## config.mk

```make
export PLATFORM = sky130hd
export DESIGN_NAME = aho_front
export DESIGN_NICKNAME = d
export VERILOG_FILES = /design/src/rtl/aho_pkg.sv /design/src/rtl/aho_front.sv
export SDC_FILE = /design/constraint.sdc
export NUM_CORES = 1
export LEC_CHECK = 0
export ABC_CLOCK_PERIOD_IN_PS = 5480
export BUFFER_PORTS_ARGS = -buffer_cell sky130_fd_sc_hd__buf_2
export CORE_MARGIN = 1
export CORE_UTILIZATION = 43
export DETAILED_ROUTE_END_ITERATION = 10
export PLACE_DENSITY = 0.74
export SYNTH_ARGS = -nofsm -noshare
export SYNTH_HDL_FRONTEND = slang
export SYNTH_SLANG_ARGS = --single-unit
```

## constraint.sdc

```tcl
create_clock -name clk -period 5.48 [get_ports clk]
set_clock_uncertainty 0.15 [all_clocks]
set_input_delay 0.274 -clock clk [delete_from_list [all_inputs] [get_ports clk]]
set_output_delay 0.274 -clock clk [all_outputs]
set_load 0.005 [all_outputs]
```

## src/rtl/aho_pkg.sv

```systemverilog
// Shared types and codes for the Aho-Corasick dictionary matcher.
// Holds the request and response payload structs and the queue entry type.
// No dependencies; every other file imports this package.
`timescale 1ns / 1ps

package aho_pkg;

    localparam int CMD_W    = 2;
    localparam int SYM_W    = 16;
    localparam int STATUS_W = 2;
    localparam int WIDX_W   = 10;
    localparam int POS_W    = 20;
    localparam int LEN_W    = 8;

    localparam logic [CMD_W-1:0] CMD_INSERT  = 2'd0;
    localparam logic [CMD_W-1:0] CMD_BUILD   = 2'd1;
    localparam logic [CMD_W-1:0] CMD_MATCH   = 2'd2;
    localparam logic [CMD_W-1:0] CMD_RESTART = 2'd3;

    localparam logic [STATUS_W-1:0] ST_DONE       = 2'd0;
    localparam logic [STATUS_W-1:0] ST_MATCH      = 2'd1;
    localparam logic [STATUS_W-1:0] ST_NODES_FULL = 2'd2;
    localparam logic [STATUS_W-1:0] ST_WORDS_FULL = 2'd3;

    localparam logic [LEN_W-1:0] MAX_WORD_LEN = 8'd255;

    typedef struct packed {
        logic [CMD_W-1:0] cmd;
        logic [SYM_W-1:0] symbol;
        logic             word_end;
    } req_t;

    typedef struct packed {
        logic [STATUS_W-1:0] status;
        logic [WIDX_W-1:0]   word_index;
        logic [POS_W-1:0]    match_start;
        logic [POS_W-1:0]    match_end;
    } rsp_t;

    typedef enum logic [1:0] {
        OP_INSERT  = 2'd0,
        OP_BUILD   = 2'd1,
        OP_MATCH   = 2'd2,
        OP_RESTART = 2'd3
    } op_t;

    typedef struct packed {
        op_t              op;
        logic [SYM_W-1:0] symbol;
        logic             word_end;
    } aho_op_t;

endpackage

```

## src/rtl/aho_front.sv

```systemverilog
// Front end of the matcher: accepts requests, decodes the command and
// holds them in a two-entry queue for the engine. Depends on aho_pkg.
`timescale 1ns / 1ps

module aho_front
    import aho_pkg::*;
(
    input  logic    clk,
    input  logic    rst_n,
    input  logic    req_valid,
    output logic    req_ready,
    input  req_t    req,
    output logic    op_valid,
    input  logic    op_pop,
    output aho_op_t op_head
);

    aho_op_t    ent_reg [2];
    logic       wr_ptr_reg;
    logic       rd_ptr_reg;
    logic [1:0] count_reg;
    logic [1:0] count_next;
    aho_op_t    op_dec;
    logic       push;
    logic       pop;

    always_comb
    begin
        op_dec.symbol   = req.symbol;
        op_dec.word_end = req.word_end;
        case (req.cmd)
            CMD_INSERT: op_dec.op = OP_INSERT;
            CMD_BUILD:  op_dec.op = OP_BUILD;
            CMD_MATCH:  op_dec.op = OP_MATCH;
            default:    op_dec.op = OP_RESTART;
        endcase
        // The word-end flag only means something for an insert.
        if (req.cmd != CMD_INSERT)
        begin
            op_dec.word_end = 1'b0;
        end
    end

    assign req_ready = (count_reg != 2'd2);
    assign op_valid  = (count_reg != 2'd0);
    assign op_head   = ent_reg[rd_ptr_reg];
    assign push      = req_valid && req_ready;
    assign pop       = op_pop && op_valid;

    always_comb
    begin
        count_next = count_reg;
        if (push && !pop)
        begin
            count_next = count_reg + 2'd1;
        end
        else if (pop && !push)
        begin
            count_next = count_reg - 2'd1;
        end
    end

    always_ff @(posedge clk or negedge rst_n)
    begin
        if (!rst_n)
        begin
            wr_ptr_reg <= 1'b0;
            rd_ptr_reg <= 1'b0;
            count_reg  <= 2'd0;
        end
        else
        begin
            count_reg <= count_next;
            if (push)
            begin
                wr_ptr_reg <= ~wr_ptr_reg;
            end
            if (pop)
            begin
                rd_ptr_reg <= ~rd_ptr_reg;
            end
        end
    end

    always_ff @(posedge clk)
    begin
        if (push)
        begin
            ent_reg[wr_ptr_reg] <= op_dec;
        end
    end

endmodule

```

# Yosys cells after proc, flatten, opt, wreduce, memory -nomap -nowiden
# Memory sizes are Yosys's and may differ from the RTL's.
# Cells that the tools add are included.
totals:
  memories: 1
  regBits: 4
  ramBits: 38
  inputBits: 23
mem_list:
  columns: ["name", "depth", "word_bits", "rd", "rd_ports_with_merged_regs", "write_ports", "line", "text"]
  rows:
  - ["ent_reg", 2, 19, 1, 0, 1, "aho_front.sv:18", "aho_op_t ent_reg [2];"]
classes:
  n_mux: 6
  n_addsub: 2
  reduce_logical: 10
  n_bitwise: 2
  n_eq_ne: 3
op_table:
  columns: ["cell", "count"]
  rows:
  - ["$pmux W2 S3", 1]
  - ["$reduce_bool A2 Y1", 3]
  - ["$logic_and A1 B1 Y1", 4]
  - ["$mux W2", 2]
  - ["$mux W1", 3]
  - ["$add A2 B1 Y2 const B", 1]
  - ["$eq A2 B1 Y1 const B", 1]
  - ["$eq A2 B2 Y1 const B", 1]
  - ["$logic_not A1 Y1", 2]
  - ["$logic_not A2 Y1", 1]
  - ["$ne A2 B2 Y1 const B", 1]
  - ["$not A1 Y1", 2]
  - ["$sub A2 B1 Y2 const B", 1]

# Longest topological paths before layout
logic_depth:
  depth_word: 6
  depth_mapped: 7
  mapped_depth_nobuf: 7

# Worst setup path after synthesis
# OpenSTA, ideal clock, no wires.
synth_path:
  kind: "reg-to-reg"
  startpoint: "register count_reg[0]"
  endpoint: "memory ent_reg[0][0] (netlist bit), enable pin"
  stages_incl_launch_ff: 4
  setup_slack_ns: 3.481
  arrival_time_ns: 1.455
  period_less_slack_ns: 1.999
  setup_ns: 0.395
  path_cell_list: "dfrtp_1 -> nand2b_4 -> nand2_1 -> nor2_1"
synth_between:
  elab_chain_cells: 4
synth_rtl:
  columns: ["element", "line", "text"]
  rows:
  - ["start, declared", "aho_front.sv:21", "logic [1:0] count_reg;"]
  - ["start signal, assigned", "aho_front.sv:73", "count_reg <= count_next;"]
  - ["$ne A2 B2 Y1", "aho_front.sv:44", "assign req_ready = (count_reg != 2'd2);"]
  - ["via req_ready", "aho_front.sv:11", "output logic req_ready,"]
  - ["$logic_and A1 B1 Y1", "aho_front.sv:47", "assign push = req_valid && req_ready;"]
  - ["$mux W1", "aho_front.sv:87", "if (push)"]
  - ["$mux W1 (implied by the code)", "aho_front.sv:89", "ent_reg[wr_ptr_reg] <= op_dec;"]
  - ["end, declared", "aho_front.sv:18", null]
# The timed path passes the listed nets, and every way through them passes these cells.

==> impl_results.md <==
* Run status: finished clean
* Post-Layout Cell Count at around 170
* CP Buf/Inv Count at 1
* Worst-path fanout max at 20
* Vias at about 820
* Fillers at ~280
* Setup TNS at 0 ns
* IO Pins at 44
* Slew Limit Fails at 0
* Synth Cell Area at between 1500 and 2000 sq um
* N_diodes at 0
* Antenna violations before repair at 0
* Synth Net Count at around 100
* Critical-path cell list: mux2_2 > buf_2
* Crit end category: output pin
* # H-tree levels at 2
* Final setup vio count at 0
* Syn-to-layout area delta at 24.2%
* Via density at between 4 and 5
* Crit path largest cell delay at around 0.9 ns
* Post-Route WL at between 2000 and 3000 microns
* 1st-pass router iterations at 3
* Die area at approximately 4000 sq um
* Mapped Avg Cell Area at about 20 sq um
* Critical Path RT at approximately 5 ns
* DIE HEIGHT at 63.1 microns
* Register Area at 1240 sq um
* Crit-path slowest cell: dfrtp_1
* Worst EP arrival at between 1.5 and 2 ns
* Max IR drop VDD at between 200 and 300 uV
* Vias in the first global route at 846
* DRC viols at 0
* PwrDens at around 520 nW/um^2
* Hold WS at approximately 0.021 ns
* Fin nets at about 150
* Antenna Nets Post-Route at 0
* Fin crit share at 0.392
* Chip width at roughly 63 microns
* Routability cong. at around 0.7
* Post-Synthesis Cells at 80
* Min-delay worst type: primary input to flop
* TritonCTS clock tree: built
* Core ar. at roughly 3400 sq um
* CTS Sinks at 42
* Largest net degree at the start of global routing at 21
* Share of the synthesized area in the top cell type at 0.711
* Synth area leaders: edfxtp_1 71%, mux2_2 13%, dfrtp_1 6.2%
* GRT Resource Usage Total at 0.139
* Number of buffers created by CTS at 5
* Crit path time final at ~2.2 ns
* Crit-path leading delay family: flip-flops
* Element type at the critical path start: flop
* Clock-pin slew on the worst setup and hold paths at 0.08 ns
* Pleak at just under 0.0008 uW
* # rows at 21
* Post-synth top area cell: edfxtp_1
* Root Driver: clkbuf_8
* Total placed cells including tap cells at 165
* Initial DRC count at 30
* Peak Freq at between 0.4 and 0.5 GHz
* Synth cell types at 16
* Slew HR at 0.370
* Hpwl dp at between 1500 and 2000 microns
* Max reg flops at 38
* Longest Clk Path Bufs at 2
* Grt ovf at 0
* Multi-input gate area in the final layout at 332 sq um
* First-pass GRT wire length at ~4000 microns
* Clock Latency Late Sink at around 0.28 ns
* Layout cell share with drive strength beyond 1 at 0.570
* Max cap viols at 0
* Count of hold-fix buffers inserted at cts at 1
* Worst slew pin tran at 0.945 ns
* Sequential element share of the synthesized area at 0.774
* Warnings from Yosys at 0
* # port buffers at 43
* Initial Utilization at 0.466
* Synth Register Bits at 42
* Post-CTS setup buffer count at 0
* WL/cell at ~14 microns
* Post-cts sizing count at 0
* Hold Fails Final Rpt at 0
* Critical path class: flop to output pin
* RSZ-0062 raised after global routing: false
[cell type report]
class,instances,share of cell area
inverters,1,0.00188
clock buffers,5,0.0345
well taps,46,0.0289
multi-input cells,33,0.166
flip-flops and latches,42,0.623
repair buffers,44,0.113
clock inverters,3,0.0320
[logic make-up after synthesis]
family | after synthesis | share of synthesized area
XOR/XNOR | 5 | 0.0273
flip-flops | 42 | 0.774
multiplexers | 19 | 0.133
AND/OR/NAND/NOR | 8 | 0.0367
adder cells (fa/ha/maj) | 1 | 0.00780
buffers and inverters | 5 | 0.0211
[cell usage after synthesis]
cell and count:
nand2b_4 1, xnor2_1 3, inv_1 1, or2_4 1, dfrtp_1 4, clkbuf_1 2, nor2_1 2, nand2_4 1
xor2_1 2, edfxtp_1 38, and3_1 1, buf_6 2, nor3b_1 1, mux2_2 19, ha_1 1, nand2_1 1
[final timing paths]
check	start	to	slack, ns	cells after the start
max in group asynchronous	rst_n	rd_ptr_reg	4.90	2
min in group asynchronous	rst_n	count_reg[1]	0.16	2
max	rd_ptr_reg	op_head[10]	3.33	2
min reg2reg	wr_ptr_reg	wr_ptr_reg	0.36	1
max reg2reg	count_reg[0]	ent_reg[0][12]	3.53	3
min	req[8]	ent_reg[1][8]	0.02	1
[through the flow]
step	util	setup WS, ns	power, uW	cell area [sq um]
2_1_floorplan	-	3.48	680	1600
3_3_place_gp	0.537	3.59	766	1850
3_5_place_dp	0.537	3.52	780	1850
4_1_cts	0.579	3.30	1060	1990
5_1_grt	0.579	3.22	1100	1990
6_report	0.579	3.33	1050	1990
[layout by cell type (no fill, tap or decap), types with 2 or more instances in the layout]
master	n
dfrtp_1	4
clkbuf_8	5
xnor2_1	3
buf_2	43
mux2_2	19
edfxtp_1	38
bufinv_16	2
xor2_1	2
[worst reg2reg max path, stage by stage, from the launching register on]
cell      delay (ns)
dfrtp_1         0.42
nand2b_4        0.16
nand2_1         0.10
nor2_2          0.73
[report_power, final]
part	internal, uW	switching, uW
registers	443	56.8
clock network	180	95.9
logic	154	116
[per-layer routing]
metal | vias up | part of all wire | GRT usage
met5 | - | 0 | 0
met4 | 0 | 0 | 0.0349
met3 | 0 | 0.069 | 0.0652
met2 | 33 | 0.52 | 0.223
met1 | 403 | 0.41 | 0.168
li1 | 388 | - | -
Note: power is estimated with default switching activity, not from simulation.
